File: config.mk
export PLATFORM = sky130hd
export DESIGN_NAME = isfp_queue
export DESIGN_NICKNAME = d
export VERILOG_FILES = /design/src/rtl/isfp_pkg.sv /design/src/rtl/isfp_queue.sv
export SDC_FILE = /design/constraint.sdc
export NUM_CORES = 1
export LEC_CHECK = 0
export ABC_AREA = 0
export BUFFER_PORTS_ARGS = -buffer_cell sky130_fd_sc_hd__buf_2
export CAP_MARGIN = 20
export CORE_UTILIZATION = 55
export CTS_BUF_LIST = sky130_fd_sc_hd__clkbuf_4 sky130_fd_sc_hd__clkbuf_8 sky130_fd_sc_hd__clkbuf_16
export DETAILED_ROUTE_END_ITERATION = 7
export PLACE_DENSITY = 0.84
export SLEW_MARGIN = 10
export SYNTH_ARGS = -nofsm -noshare
export SYNTH_HDL_FRONTEND = slang
export SYNTH_SLANG_ARGS = --single-unit
export TNS_END_PERCENT = 1
File: constraint.sdc
create_clock -name clock -period 2.4 [get_ports clock]
set_input_delay 0.6 -clock clock [delete_from_list [all_inputs] [get_ports clock]]
set_output_delay 0.6 -clock clock [all_outputs]
set_load 0.03 [all_outputs]
File: src/rtl/isfp_pkg.sv
`default_nettype none

package isfp_pkg;

   // Frame layout.
   localparam int unsigned FRAME_LEN = 11;
   localparam int unsigned WIN_DEPTH = FRAME_LEN - 1;
   localparam int unsigned COUNT_W   = 4;
   localparam int unsigned NUM_AXES  = 3;
   localparam int unsigned RAW_W     = 16;

   localparam logic [7:0] SYNC_BYTE  = 8'h55;
   localparam logic [7:0] TYPE_ACCEL = 8'h51;
   localparam logic [7:0] TYPE_RATE  = 8'h52;
   localparam logic [7:0] TYPE_ANGLE = 8'h53;

   // Result widths.
   localparam int unsigned ACCEL_W   = 25;
   localparam int unsigned RATE_W    = 23;
   localparam int unsigned ANGLE_W   = 19;
   localparam int unsigned MAG_OUT_W = 24;

   localparam int unsigned QUEUE_DEPTH = 4;

   // Acceleration: round(mag * 196133 / 625) = mag * 313 + floor((mag * 508 + 312) / 625).
   localparam int unsigned ACC_T_W       = 24;
   localparam int unsigned ACCEL_INT     = 313;
   localparam int unsigned ACCEL_FRAC    = 508;
   localparam int unsigned ACCEL_ROUND   = 312;
   localparam int unsigned RECIP_W       = 25;
   localparam logic [RECIP_W-1:0] DIV625_RECIP = 25'd27487791;
   localparam int unsigned DIV625_SHIFT  = 34;

   // Rate and angle: (mag * K + 2^31) >> 32, with K split as K_HI * 2^20 + K_LO.
   localparam int unsigned K_SPLIT = 20;
   localparam int unsigned K_HI_W  = 19;
   localparam int unsigned K_LO_W  = 20;
   localparam logic [K_HI_W-1:0] RATE_K_HI  = 19'd285954;
   localparam logic [K_LO_W-1:0] RATE_K_LO  = 20'd780819;
   localparam logic [K_HI_W-1:0] ANGLE_K_HI = 19'd25735;
   localparam logic [K_LO_W-1:0] ANGLE_K_LO = 20'd972049;
   localparam int unsigned P_HI_W = RAW_W + K_HI_W;
   localparam int unsigned P_LO_W = RAW_W + K_LO_W;
   localparam int unsigned WIDE_W = 56;
   localparam int unsigned Q32_SHIFT = 32;

   typedef enum logic [1:0] {
      GRP_ACCEL,
      GRP_RATE,
      GRP_ANGLE
   } group_type;

   typedef struct packed {
      group_type                          group;
      logic [NUM_AXES-1:0][RAW_W-1:0]     raw;
   } frame_type;

endpackage

`default_nettype wire

File: src/rtl/isfp_queue.sv
`default_nettype none

module isfp_queue #(
   parameter int unsigned DEPTH = isfp_pkg::QUEUE_DEPTH
) (
   input  logic                clock,
   input  logic                reset,
   input  logic                push,
   input  isfp_pkg::frame_type push_data,
   output logic                full,
   input  logic                pop,
   output isfp_pkg::frame_type pop_data,
   output logic                empty
);

   localparam int unsigned PTR_W = (DEPTH > 1) ? $clog2(DEPTH) : 1;
   localparam int unsigned CNT_W = $clog2(DEPTH + 1);

   isfp_pkg::frame_type  mem_ff [DEPTH];
   logic [PTR_W-1:0]     wr_ptr_ff;
   logic [PTR_W-1:0]     wr_ptr_in;
   logic [PTR_W-1:0]     rd_ptr_ff;
   logic [PTR_W-1:0]     rd_ptr_in;
   logic [CNT_W-1:0]     count_ff;
   logic [CNT_W-1:0]     count_in;
   logic                 do_push;
   logic                 do_pop;

   always_comb begin
      full     = (count_ff == CNT_W'(DEPTH));
      empty    = (count_ff == '0);
      do_push  = push && !full;
      do_pop   = pop && !empty;
      pop_data = mem_ff[rd_ptr_ff];

      wr_ptr_in = wr_ptr_ff;
      rd_ptr_in = rd_ptr_ff;
      count_in  = count_ff;
      if (do_push) begin
         wr_ptr_in = (wr_ptr_ff == PTR_W'(DEPTH - 1)) ? '0 : wr_ptr_ff + PTR_W'(1);
      end
      if (do_pop) begin
         rd_ptr_in = (rd_ptr_ff == PTR_W'(DEPTH - 1)) ? '0 : rd_ptr_ff + PTR_W'(1);
      end
      if (do_push && !do_pop) begin
         count_in = count_ff + CNT_W'(1);
      end else if (do_pop && !do_push) begin
         count_in = count_ff - CNT_W'(1);
      end
   end

   always_ff @(posedge clock) begin
      if (reset) begin
         wr_ptr_ff <= '0;
         rd_ptr_ff <= '0;
         count_ff  <= '0;
      end else begin
         wr_ptr_ff <= wr_ptr_in;
         rd_ptr_ff <= rd_ptr_in;
         count_ff  <= count_in;
      end
   end

   always_ff @(posedge clock) begin
      if (do_push) begin
         mem_ff[wr_ptr_ff] <= push_data;
      end
   end

endmodule

`default_nettype wire

==> qor.yml <==
critical_path:
  critPathCaptureType: "primary output"
  crit_required_ns: 1.80
  cp.arrival_ns: 1.81
  crit_type: "reg2out"
  crit_fanout: 14
  worst_setup_path_start_kind: "register"
grt:
  grt_pass1_wl_microns: 21000
  antenna_found_initial: 1
  grt_max_degree: 38
  use_met2_pct: 33.5
  grtUsageTotal_pct: 19.5
  grt_pass1_vias: 3902
  busiest_layer: "met2"
  gr-total-overflow: 0
  met1_usage_pct: 26.0
  grt_use_met3_pct: 3.96
synthesis:
  yosysTopAreaCellShare_pct: 78.0
  synth_common_cells: "edfxtp_1 (200), mux4_2 (50), dfxtp_1 (9), ha_1 (6)"
  syn-num-nets: 373
  synthCells: 312
  ys_warn_count: 0
  syn-cell-area_sq_um: 7700
  yosysSeqAreaShare_pct: 80.4
  synth_edf_count: 200
  synth_cell_types: 27
  ys_seq_elements: 209
  synth-main-ff-cell: "edfxtp_1"
  yosys.area.top_type: "edfxtp_1"
  yosysMostFrequentCell: "edfxtp_1"
  synthTopCellsByArea: "edfxtp_1 (78%), mux4_2 (15%), dfxtp_1 (2.3%)"
  synth_area_per_cell_sq_um: 24.7
  async_flop_share_pct: 0
route:
  drt_iter0_drc: 241
  wl_per_cell_microns: 21.4
  vias_per_cell: 5.71
  num_vias: 3600
  drtPass1Iterations: 4
  drcViolationCount: 0
  routed_wirelength_microns: 13500
  final_antenna_net_count: 0
pwr:
  power_leakage_nw: 3.25
  powerDensity_nw_per_um2: 1130
  power_mw: 10.7
  vdd_ir_drop_max_mv: 0.684
floorplanning:
  fp.dieArea_sq_um: 14500
  die-width_microns: 120
  rows: 42
  initial_utilization_pct: 57.2
  io_pins: 106
  coreArea_sq_um: 13500
  dieHeight_microns: 120
cts:
  cts_tree: "done"
  path_clk_slew_ns: 0.06
  root_buffer: "clkbuf_16"
  cts_hold_buf: 0
  clk_latency_ns: 0.48
  numCtsBuffers: 21
  numClockSinks: 209
  ctsLongestPathBuffers: 3
  htreeDepth: 1
final_layout:
  drive_above_1_share_pct: 47.4
  area_delta_synth_final_pct: 23.1
  fillers: 830
  finalNetCount: 501
worst_hold_path:
  hold_path_class: "in2reg"
timing:
  rsz0062_at_grt: "true"
  period_needed_ns: 2.41
  drv_slew: 0
  worst_slack_ns: -0.00785
  final.setup.tns_ns: -0.0136
  slew_headroom_pct: 56.3
  max_freq_mhz: 415
  setup_viol: 3
  finalCritPeriodShare_pct: 100
  final_hold_viol_count: 0
  finClkSkew_ns: 0.0113
  worst_pin_slew_ns: 0.656
run_status:
  violations: "setup timing"
  outcome: "finished with violations"
placement:
  place_congestion: 0.749
  dp_hpwl_microns: 8340
  io_buffers: 105
job:
  maxCapViolations: 0
==> critical path, stage by stage, from the launching register on <==
cell,delay [ns]
dfxtp_4,0.42
buf_12,0.19
mux4_2,0.54
buf_6,0.16
==> layer usage <==
metal / wire [microns] / up-vias
met2: 6970 / 136
met4: 186 / 0
met3: 950 / 20
met1: 5410 / 1870
li1: - / 1574
met5: 0 / -
==> repair_timing <==
| action | 4_1_cts | 5_1_grt |
|---|---|---|
| gates cloned | 0 | 0 |
| resized for setup | 80 | 3 |
| pin swaps | 0 | 0 |
| setup endpoints to repair | 45 | 51 |
| setup buffers | 1 | 0 |
| hold endpoints to repair | 0 | 0 |
==> sequential cells by signal, indices dropped and copies added, names as in the netlist, named ones only <==
register / cells
count_ff: 3
wr_ptr_ff: 2
mem_ff: 200
rd_ptr_ff: 2
==> final timing paths <==
check	startpoint	end	slack (ns)	cells after the start
worst max-delay path	register	pop_data[39]	-0.008	3
worst min-delay path	push_data[21]	mem_ff[0][21]	0.33	1
worst max register to register	count_ff[1]	count_ff[2]	0.10	7
worst min register to register	rd_ptr_ff[0]	register	0.50	2
==> power breakdown <==
part	leakage [nW]	switching [mW]	total, mW	internal (mW)
clock network	0.333	1.24	3.13	1.89
registers	1.91	0.137	4.56	4.42
logic	1.00	1.66	3.00	1.35
==> cell type report <==
class / instances / area (sq um) / share of cell area, %
diodes: 1 / 2.50 / 0.0264
clock buffers: 27 / 571 / 6.02
clock inverters: 10 / 101 / 1.07
inverters: 5 / 23.8 / 0.251
multi-input cells: 84 / 1400 / 14.8
flip-flops and latches: 209 / 6190 / 65.4
well taps: 176 / 220 / 2.32
repair buffers: 119 / 960 / 10.1
==> cell families after synthesis <==
logic type                 synth area share [%]
AOI/OAI and AO/OA                         0.650
muxes                                      14.9
xor gates and xnor gates                  0.228
and+or+nand+nor                            1.22
DFF                                        80.4
adders and majority gates                  1.24
buffers and inverters                      1.41
==> metrics by stage <==
step                      utilization [%]  cell area (sq um)  worst slack (ns)  hold slack (ns)  cells
final                                70.4               9470          -0.00785            0.332    631
after global routing                 70.4               9470           -0.0781            0.308    630
after CTS                            70.4               9470           -0.0507            0.310    630
after detailed placement             63.4               8540           -0.0451            0.492    592
after global placement               63.4               8540            0.0779            0.500    592
after floorplan                         -               7700             0.166            0.463    312
==> placed cells by master (no fill, tap or decap), types with 3 or more instances in the layout <==
cell / n
dfxtp_2: 3
dfxtp_1: 5
clkbuf_4: 6
clkbuf_16: 21
clkinv_1: 4
a21oi_1: 3
mux4_2: 50
buf_6: 41
inv_1: 4
edfxtp_1: 200
buf_12: 6
buf_2: 65
buf_4: 7
ha_1: 6
and3_2: 4
nor2_1: 3
Power figures use the tool's default switching activity.
