`src/rtl/isfp_pkg.sv`:
```
`default_nettype none

package isfp_pkg;

   // Frame layout.
   localparam int unsigned FRAME_LEN = 11;
   localparam int unsigned WIN_DEPTH = FRAME_LEN - 1;
   localparam int unsigned COUNT_W   = 4;
   localparam int unsigned NUM_AXES  = 3;
   localparam int unsigned RAW_W     = 16;

   localparam logic [7:0] SYNC_BYTE  = 8'h55;
   localparam logic [7:0] TYPE_ACCEL = 8'h51;
   localparam logic [7:0] TYPE_RATE  = 8'h52;
   localparam logic [7:0] TYPE_ANGLE = 8'h53;

   // Result widths.
   localparam int unsigned ACCEL_W   = 25;
   localparam int unsigned RATE_W    = 23;
   localparam int unsigned ANGLE_W   = 19;
   localparam int unsigned MAG_OUT_W = 24;

   localparam int unsigned QUEUE_DEPTH = 4;

   // Acceleration: round(mag * 196133 / 625) = mag * 313 + floor((mag * 508 + 312) / 625).
   localparam int unsigned ACC_T_W       = 24;
   localparam int unsigned ACCEL_INT     = 313;
   localparam int unsigned ACCEL_FRAC    = 508;
   localparam int unsigned ACCEL_ROUND   = 312;
   localparam int unsigned RECIP_W       = 25;
   localparam logic [RECIP_W-1:0] DIV625_RECIP = 25'd27487791;
   localparam int unsigned DIV625_SHIFT  = 34;

   // Rate and angle: (mag * K + 2^31) >> 32, with K split as K_HI * 2^20 + K_LO.
   localparam int unsigned K_SPLIT = 20;
   localparam int unsigned K_HI_W  = 19;
   localparam int unsigned K_LO_W  = 20;
   localparam logic [K_HI_W-1:0] RATE_K_HI  = 19'd285954;
   localparam logic [K_LO_W-1:0] RATE_K_LO  = 20'd780819;
   localparam logic [K_HI_W-1:0] ANGLE_K_HI = 19'd25735;
   localparam logic [K_LO_W-1:0] ANGLE_K_LO = 20'd972049;
   localparam int unsigned P_HI_W = RAW_W + K_HI_W;
   localparam int unsigned P_LO_W = RAW_W + K_LO_W;
   localparam int unsigned WIDE_W = 56;
   localparam int unsigned Q32_SHIFT = 32;

   typedef enum logic [1:0] {
      GRP_ACCEL,
      GRP_RATE,
      GRP_ANGLE
   } group_type;

   typedef struct packed {
      group_type                          group;
      logic [NUM_AXES-1:0][RAW_W-1:0]     raw;
   } frame_type;

endpackage

`default_nettype wire

```
`src/rtl/isfp_front.sv`:
```
`default_nettype none

module isfp_front (
   input  logic                clock,
   input  logic                reset,
   input  logic                byte_take,
   input  logic [7:0]          rx_byte,
   output logic                push,
   output isfp_pkg::frame_type push_data
);

   logic [7:0]                       win_ff [isfp_pkg::WIN_DEPTH];
   logic [7:0]                       win_in [isfp_pkg::WIN_DEPTH];
   logic [isfp_pkg::COUNT_W-1:0]     count_ff;
   logic [isfp_pkg::COUNT_W-1:0]     count_in;
   logic [7:0]                       sum_ff;
   logic [7:0]                       sum_in;
   logic                             window_full;
   logic                             frame_ok;
   logic                             type_known;

   // The running sum always equals the low byte of the sum of the held bytes.
   always_comb begin
      window_full = (count_ff == isfp_pkg::COUNT_W'(isfp_pkg::WIN_DEPTH));
      frame_ok    = window_full && (win_ff[0] == isfp_pkg::SYNC_BYTE) && (sum_ff == rx_byte);
      type_known  = win_ff[1] inside {isfp_pkg::TYPE_ACCEL, isfp_pkg::TYPE_RATE,
                                      isfp_pkg::TYPE_ANGLE};

      case (win_ff[1])
         isfp_pkg::TYPE_RATE: begin
            push_data.group = isfp_pkg::GRP_RATE;
         end
         isfp_pkg::TYPE_ANGLE: begin
            push_data.group = isfp_pkg::GRP_ANGLE;
         end
         default: begin
            push_data.group = isfp_pkg::GRP_ACCEL;
         end
      endcase
      for (int k = 0; k < isfp_pkg::NUM_AXES; k++) begin
         push_data.raw[k] = {win_ff[3 + 2 * k], win_ff[2 + 2 * k]};
      end

      win_in   = win_ff;
      count_in = count_ff;
      sum_in   = sum_ff;
      push     = 1'b0;

      if (byte_take) begin
         if (!window_full) begin
            for (int i = 0; i < isfp_pkg::WIN_DEPTH; i++) begin
               if (isfp_pkg::COUNT_W'(i) == count_ff) begin
                  win_in[i] = rx_byte;
               end
            end
            count_in = count_ff + isfp_pkg::COUNT_W'(1);
            sum_in   = sum_ff + rx_byte;
         end else if (frame_ok) begin
            count_in = '0;
            sum_in   = '0;
            push     = type_known;
         end else begin
            for (int i = 0; i < isfp_pkg::WIN_DEPTH - 1; i++) begin
               win_in[i] = win_ff[i + 1];
            end
            win_in[isfp_pkg::WIN_DEPTH - 1] = rx_byte;
            sum_in = sum_ff - win_ff[0] + rx_byte;
         end
      end
   end

   always_ff @(posedge clock) begin
      if (reset) begin
         count_ff <= '0;
         sum_ff   <= '0;
      end else begin
         count_ff <= count_in;
         sum_ff   <= sum_in;
      end
   end

   always_ff @(posedge clock) begin
      win_ff <= win_in;
   end

endmodule

`default_nettype wire

```
`config.mk`:
```
export PLATFORM = sky130hd
export DESIGN_NAME = isfp_front
export DESIGN_NICKNAME = d
export VERILOG_FILES = /design/src/rtl/isfp_pkg.sv /design/src/rtl/isfp_front.sv
export SDC_FILE = /design/constraint.sdc
export NUM_CORES = 1
export LEC_CHECK = 0
export ABC_AREA = 1
export BUFFER_PORTS_ARGS = -buffer_cell sky130_fd_sc_hd__buf_2
export CORE_MARGIN = 2
export CORE_UTILIZATION = 40
export CTS_CLUSTER_SIZE = 40
export DETAILED_ROUTE_END_ITERATION = 8
export GPL_TIMING_DRIVEN = 0
export SKIP_CTS_REPAIR_TIMING = 1
export SYNTH_ARGS = -nofsm -noshare
export SYNTH_HDL_FRONTEND = slang
export SYNTH_SLANG_ARGS = --single-unit
```
`constraint.sdc`:
```
create_clock -name clock -period 2.8 [get_ports clock]
set_input_delay 0.14 -clock clock [delete_from_list [all_inputs] [get_ports clock]]
set_output_delay 0.14 -clock clock [all_outputs]
set_load 0.02 [all_outputs]
```
==> results.txt, run 1 <==
Status - finished, final reports clean
Largest net degree at the start of global routing - 18
Synthesized area - 0.00515 mm²
Post-synth EDFFs - 80
# DRC - 0
Inst Count DP - 815
Fraction of registers with async set/reset - 0
TritonCTS clock tree - done
Core ar. - 0.0126 mm²
CP Capture Point - win_ff[6]$_DFFE_PP_
Max Cap Viol - 0
Area Overhead vs Synth - 16.5%
Share of the core filled with cells - 0.476
Starting DRT DRC Count - 244
Worst Setup End Kind - register
Met1 WL - 5290 µm
Filler cells - 1276
Port bufs - 60
Arrival time of the worst setup path - 2.42 ns
Kind of critical path - register to register
Max Freq - 408 MHz
Final slew viol count - 0
Total vias in the final route - 3898
Final ANT Viol Nets - 0
Final min period - 2.45 ns
Lkg Pwr - 2.78 nW
Pin slew with the least headroom to its limit - 1.00 ns
Crit-path max FO - 8
RSZ-0062 raised after global routing - no
Area share of the largest cell type after synthesis - 0.466
Final setup violating endpoints - 0
Register area share after synthesis - 0.513
Relative slew slack - 0.326
Crit path launch - sum_ff[5]$_SDFFE_PP0P_
Worst r2r src - sum_ff[5]$_SDFFE_PP0P_
Power Density - 564 mW/mm²
Top Layer Used - met4
Met3 wire length - 650 µm
Leading area contributor after synthesis - edfxtp_1
Vias in the first global route - 3883
Worst-case clock buffer depth - 2
DRT Pass-1 Iters - 4
Avg Synthesized Cell Area - 8.84 µm²
Mux cell area share after synthesis - 0
Clock latency on the worst-skew pair - 0.34 ns
Post-synthesis compound-gate area fraction - 0.0398
Synth Area in XOR/XNOR - 0.00850
ANT cells - 0
Global-route wire length before repair - 19300 µm
Htree depth - 3
Syn_nets - 617
Slowest CP cell - nor4_2
Top_reg_cell synth - edfxtp_1
Tightest Hold Check Type - input port to register
FF+latch count, synth - 92
R2R setup slack - 0.35 ns
Fin crit share - 0.875
Die width - 117 µm
Crit-path cells - ha_1 -> nor2_1 -> nand2_1 -> nor2_1 -> nand3_4 -> nand2_1 -> nor4_2
Worst-path clk slew - 0.07 ns
FF-to-FF End - win_ff[6]$_DFFE_PP_
Initial antenna violation count - 0
Std-Cell Rows - 41
Final hold violations - 0
Final net count - 688
Worst IR drop on VDD - 0.283 mV
Num CTS Buffers - 9
Worst slack, placed - 0.388 ns
Initial core utilization - 0.408
Final GP Congestion - 0.827
Clk root buf - clkbuf_16
DRT Wirelength - 11800 µm
GR Overflow Total - 0
Detail Placement HPWL - 8810 µm
Leading cell type in the layout, fill and taps excluded - nand2_1
Simple-gate share of the synthesized area - 0.231
Highest-count cells in the layout ignoring fill and taps - 204 x nand2_1, 80 x edfxtp_1, 72 x inv_1, 64 x buf_2, 55 x buf_4
Cell variety after synth - 24
Worst setup margin - 0.349 ns
Critical Path Start Type - register
Tot GR Track Use - 0.177
Layout cell share with drive strength beyond 1 - 0.232
Clock Skews - 0.00601 ns
Largest family of logic cells by synthesized area - simple AND/OR/NAND/NOR gates
DIE AREA - 0.0138 mm²
Slowest stage delay, CP - 0.80 ns
Die Y - 117 µm
CP required - 2.77 ns
Post-Synth Adder-Cell Area - 0.0675
Post-Syn Instances - 583
Reg2reg path depth - 7
Avg Vias per Cell - 4.69
Met2 Wirelength - 5710 µm
I/O Pins - 62
CTS Sinks - 92
Routed wire per std cell - 14.2 µm
Synth area leaders - edfxtp_1 47%, nand2_1 15%, buf_4 8.0%
Hold Worst Slack - 0.00551 ns
YS warnings - 0
Non-filler cells, final - 831
-- sequential cells by signal (all words and copies together), names as in the netlist --
signal and count:
win_ff 32, sum_ff 8, count_ff 4, push_data 48
-- layout make-up --
class,instances,area [µm²],area share
Buffer,60,437,0.0727
Clock buffer,9,225,0.0375
Clock inverter,7,105,0.0175
Inverter,76,285,0.0475
Multi-Input combinational cell,355,1790,0.299
Sequential cell,92,2640,0.440
Tap cell,172,215,0.0358
Timing Repair Buffer,60,300,0.0500
-- synthesized netlist by cell type, types with 3 or more instances --
library cell	n
nor2_4	3
nand3_1	24
nand4_1	4
dfxtp_1	12
nor3_1	3
inv_1	72
buf_4	55
nand2_2	6
xor2_1	3
nor2_1	36
buf_2	4
o21ai_0	17
edfxtp_1	80
inv_2	4
a21oi_1	24
fa_1	8
nand2_1	204
ha_1	15
-- power by group --
part	total, mW	internal [mW]	leakage [nW]	switching (mW)
Sequential	1.55	1.52	0.824	0.0291
Combinational	0.484	0.177	1.80	0.307
Clock	1.35	0.798	0.159	0.548
-- worst max-delay path: cells and delay by family (launching register included) --
| kind | cells | cell delay [ns] |
|---|---|---|
| DFF | 1 | 0.34 |
| adders and majority gates | 1 | 0.38 |
| and+or+nand+nor | 6 | 1.34 |
-- per-layer routing --
metal / GRT usage / vias to the layer above
met3: 0.0349 / 13
met4: 0.0489 / 0
met2: 0.299 / 96
met1: 0.231 / 1837
li1: - / 1952
met5: 0 / -
-- stage by stage --
stage	area [µm²]	TNS (ns)	total power, mW
2_1_floorplan	5150	0	1.94
6_report	6000	0	3.38
3_3_place_gp	5670	-0.0292	2.06
3_5_place_dp	5670	0	2.07
5_1_grt	6000	0	3.52
4_1_cts	6000	0	3.41
-- how the worst min path moves through the flow --
stage               start                        to  slack, ns  depth (start not counted)
floorplan           reset  count_ff[0]$_SDFFE_PP0P_       0.21                          1
global placement    reset  count_ff[0]$_SDFFE_PP0P_       0.35                          2
detailed placement  reset  count_ff[0]$_SDFFE_PP0P_       0.36                          2
CTS                 reset  count_ff[0]$_SDFFE_PP0P_     -0.007                          2
global route        reset  count_ff[0]$_SDFFE_PP0P_      0.003                          2
finish              reset  count_ff[0]$_SDFFE_PP0P_      0.006                          2
-- kinds of logic after synthesis --
family                   after synthesis
buffers and inverters                136
XOR/XNOR                               5
AO/OA/AOI/OAI                         41
AND/OR/NAND/NOR                      286
adder cells (fa/ha/maj)               23
flip-flops                            92
Note: power is estimated with default switching activity, not from simulation.
==> run 2, diff against run 1 <==
ABC_AREA = not set   (was 1)
==> run 2 against run 1 <==
Compared with the run above: count of clock-buffer cells in the layout did not move; flip-flop and latch count stayed put; first-iteration DRC count shrank 18%; critical endpoint is now sum_ff[6]$_SDFFE_PP0P_; clock skew up 0.0024 ns; area after synthesis is 4.0% lower; final area down 2.9%; fmax fell by 7.7%.
==> results.txt, run 2 <==
Status - finished, final reports clean
Power Density - 590 mW/mm²
Area share of the largest cell type after synthesis - 0.486
RSZ-0062 raised after global routing - yes
Worst setup margin - 0.145 ns
FF+latch count, synth - 92
Max Freq - 377 MHz
Worst Setup End Kind - register
Highest-count cells in the layout ignoring fill and taps - 165 x nand2_1, 80 x edfxtp_1, 70 x buf_2, 48 x buf_4, 31 x inv_1
Post-synthesis compound-gate area fraction - 0.0597
Die Y - 115 µm
Inst Count DP - 727
Mux cell area share after synthesis - 0.00835
Max Cap Viol - 0
Post-synth EDFFs - 80
Lkg Pwr - 2.45 nW
# DRC - 0
Top_reg_cell synth - edfxtp_1
Worst slack, placed - -0.0806 ns
Layout cell share with drive strength beyond 1 - 0.247
Leading area contributor after synthesis - edfxtp_1
Final net count - 605
Initial antenna violation count - 0
Register area share after synthesis - 0.534
Hold Path Sink - win_ff[0]$_DFFE_PP_
Pin slew with the least headroom to its limit - 1.19 ns
Vias in the first global route - 3534
Synthesized area - 0.00495 mm²
Routed wire per std cell - 15.2 µm
Core ar. - 0.0121 mm²
Final min period - 2.65 ns
Post-Synth Adder-Cell Area - 0.0703
Arrival time of the worst setup path - 2.91 ns
Max FFs per register - 48
Num CTS Buffers - 9
Tightest Hold Check Type - input port to register
Avg Vias per Cell - 4.88
Final ANT Viol Nets - 0
Total vias in the final route - 3628
Largest family of logic cells by synthesized area - simple AND/OR/NAND/NOR gates
Clock latency on the worst-skew pair - 0.34 ns
Non-filler cells, final - 744
ANT cells - 0
Critical Path Start Type - register
Most common cell in the netlist - nand2_1
Leading cell types by count after synthesis - 165 x nand2_1, 80 x edfxtp_1, 48 x buf_4
Leading cell type in the layout, fill and taps excluded - nand2_1
R2R setup slack - 0.15 ns
Area Overhead vs Synth - 17.9%
Final hold violations - 0
Clock Skews - 0.00837 ns
Slowest stage delay, CP - 0.52 ns
Worst Hold Launch - rx_byte[0]
CTS Sinks - 92
Std-Cell Rows - 40
Avg Synthesized Cell Area - 9.93 µm²
Tot GR Track Use - 0.178
Worst IR drop on VDD - 0.403 mV
Relative slew slack - 0.201
Reg2reg path depth - 9
Hold depth - 1
Global-route wire length before repair - 18100 µm
Worst r2r src - win_ff[73]$_DFFE_PP_
DRT Pass-1 Iters - 4
Syn_nets - 532
Worst-path clk slew - 0.07 ns
Crit-path max FO - 2
Detail Placement HPWL - 8290 µm
GR Overflow Total - 0
I/O Pins - 62
Final GP Congestion - 0.905
Initial core utilization - 0.410
DRT Wirelength - 11300 µm
Slowest CP cell - fa_1
Post-Syn Instances - 498
Htree depth - 3
Kind of critical path - register to register
Port bufs - 61
Cell variety after synth - 42
Fraction of registers with async set/reset - 0
Fin crit share - 0.948
DIE AREA - 0.0133 mm²
Largest net degree at the start of global routing - 17
Clk root buf - clkbuf_16
TritonCTS clock tree - done
YS warnings - 0
Final slew viol count - 0
Crit-path cells - fa_1 -> inv_1 -> fa_2 -> a21o_1 -> a221o_1 -> a21oi_2 -> xnor2_1 -> a32oi_1 -> a211oi_1
Die width - 115 µm
FF-to-FF End - sum_ff[6]$_SDFFE_PP0P_
CP required - 3.06 ns
Simple-gate share of the synthesized area - 0.186
Synth area leaders - edfxtp_1 49%, nand2_1 13%, buf_4 7.3%
Worst-case clock buffer depth - 2
Final setup violating endpoints - 0
Synth Area in XOR/XNOR - 0.0301
Starting DRT DRC Count - 201
==> run 2: changes by cell type after synthesis, moves of 9 or more <==
cell,change
nand2_1,-39
nor2_1,-17
nor3_1,+9
nand3_1,-21
inv_1,-41
a21oi_1,-12
==> run 2: through the flow <==
| stage | utilization | setup TNS, ns | hold WS, ns | total power [mW] | area [µm²] |
|---|---|---|---|---|---|
| 2_1_floorplan | - | 0 | 0.219 | 1.92 | 4950 |
| 3_3_place_gp | 0.453 | 0 | 0.339 | 2.04 | 5460 |
| 3_5_place_dp | 0.453 | -0.643 | 0.349 | 2.05 | 5460 |
| 4_1_cts | 0.482 | -0.722 | -0.0116 | 3.46 | 5810 |
| 5_1_grt | 0.484 | -0.272 | 0.0410 | 3.58 | 5830 |
| 6_report | 0.484 | 0 | 0.0479 | 3.44 | 5830 |
==> run 2: worst max-delay path by stage <==
stage	to	from	slack, ns
final	sum_ff[6]$_SDFFE_PP0P_	win_ff[73]$_DFFE_PP_	0.15
after global routing	push_data[32]$_DFFE_PP_	sum_ff[3]$_SDFFE_PP0P_	-0.02
after CTS	win_ff[74]$_DFFE_PP_	sum_ff[3]$_SDFFE_PP0P_	-0.09
after detailed placement	win_ff[73]$_DFFE_PP_	sum_ff[3]$_SDFFE_PP0P_	-0.08
after global placement	sum_ff[6]$_SDFFE_PP0P_	win_ff[73]$_DFFE_PP_	0.04
after floorplan	sum_ff[6]$_SDFFE_PP0P_	win_ff[73]$_DFFE_PP_	0.27
==> run 2: where the power goes <==
group / internal [mW] / total, mW / leakage [nW] / switching (mW)
sequential: 1.52 / 1.55 / 0.824 / 0.0277
combinational: 0.197 / 0.478 / 1.46 / 0.281
clock: 0.879 / 1.41 / 0.170 / 0.532
==> run 2: logic make-up (layout without fill, tap and decap cells) <==
| logic type | Yosys count | count (layout) |
|---|---|---|
| and+or+nand+nor | 220 | 220 |
| AOI/OAI and AO/OA | 46 | 46 |
| DFF | 92 | 92 |
| adders and majority gates | 23 | 23 |
| xor gates and xnor gates | 17 | 17 |
| muxes | 4 | 4 |
| buffers and inverters | 96 | 174 |
==> run 2: cell type report <==
| class | instances | area, µm² |
|---|---|---|
| Multi-Input combinational cell | 310 | 1770 |
| Clock inverter | 7 | 121 |
| Buffer | 65 | 435 |
| Fill cell | 1137 | 6230 |
| Clock buffer | 9 | 225 |
| Timing Repair Buffer | 62 | 315 |
| Tap cell | 168 | 210 |
| Inverter | 31 | 116 |
| Sequential cell | 92 | 2640 |
==> run 2: routing by layer <==
| metal | routed length (µm) | GRT usage |
|---|---|---|
| met1 | 5350 | 0.249 |
| met2 | 5410 | 0.285 |
| met3 | 435 | 0.0295 |
| met4 | 123 | 0.0578 |
| met5 | 0 | 0 |
==> run 2: worst max-delay path, delay by kind of cell (launching register included) <==
kind                       cells  cell delay (ns)
DFF                            1             0.47
adders and majority gates      2             0.90
AOI/OAI and AO/OA              5             0.97
buffers and inverters          1             0.07
xor gates and xnor gates       1             0.14
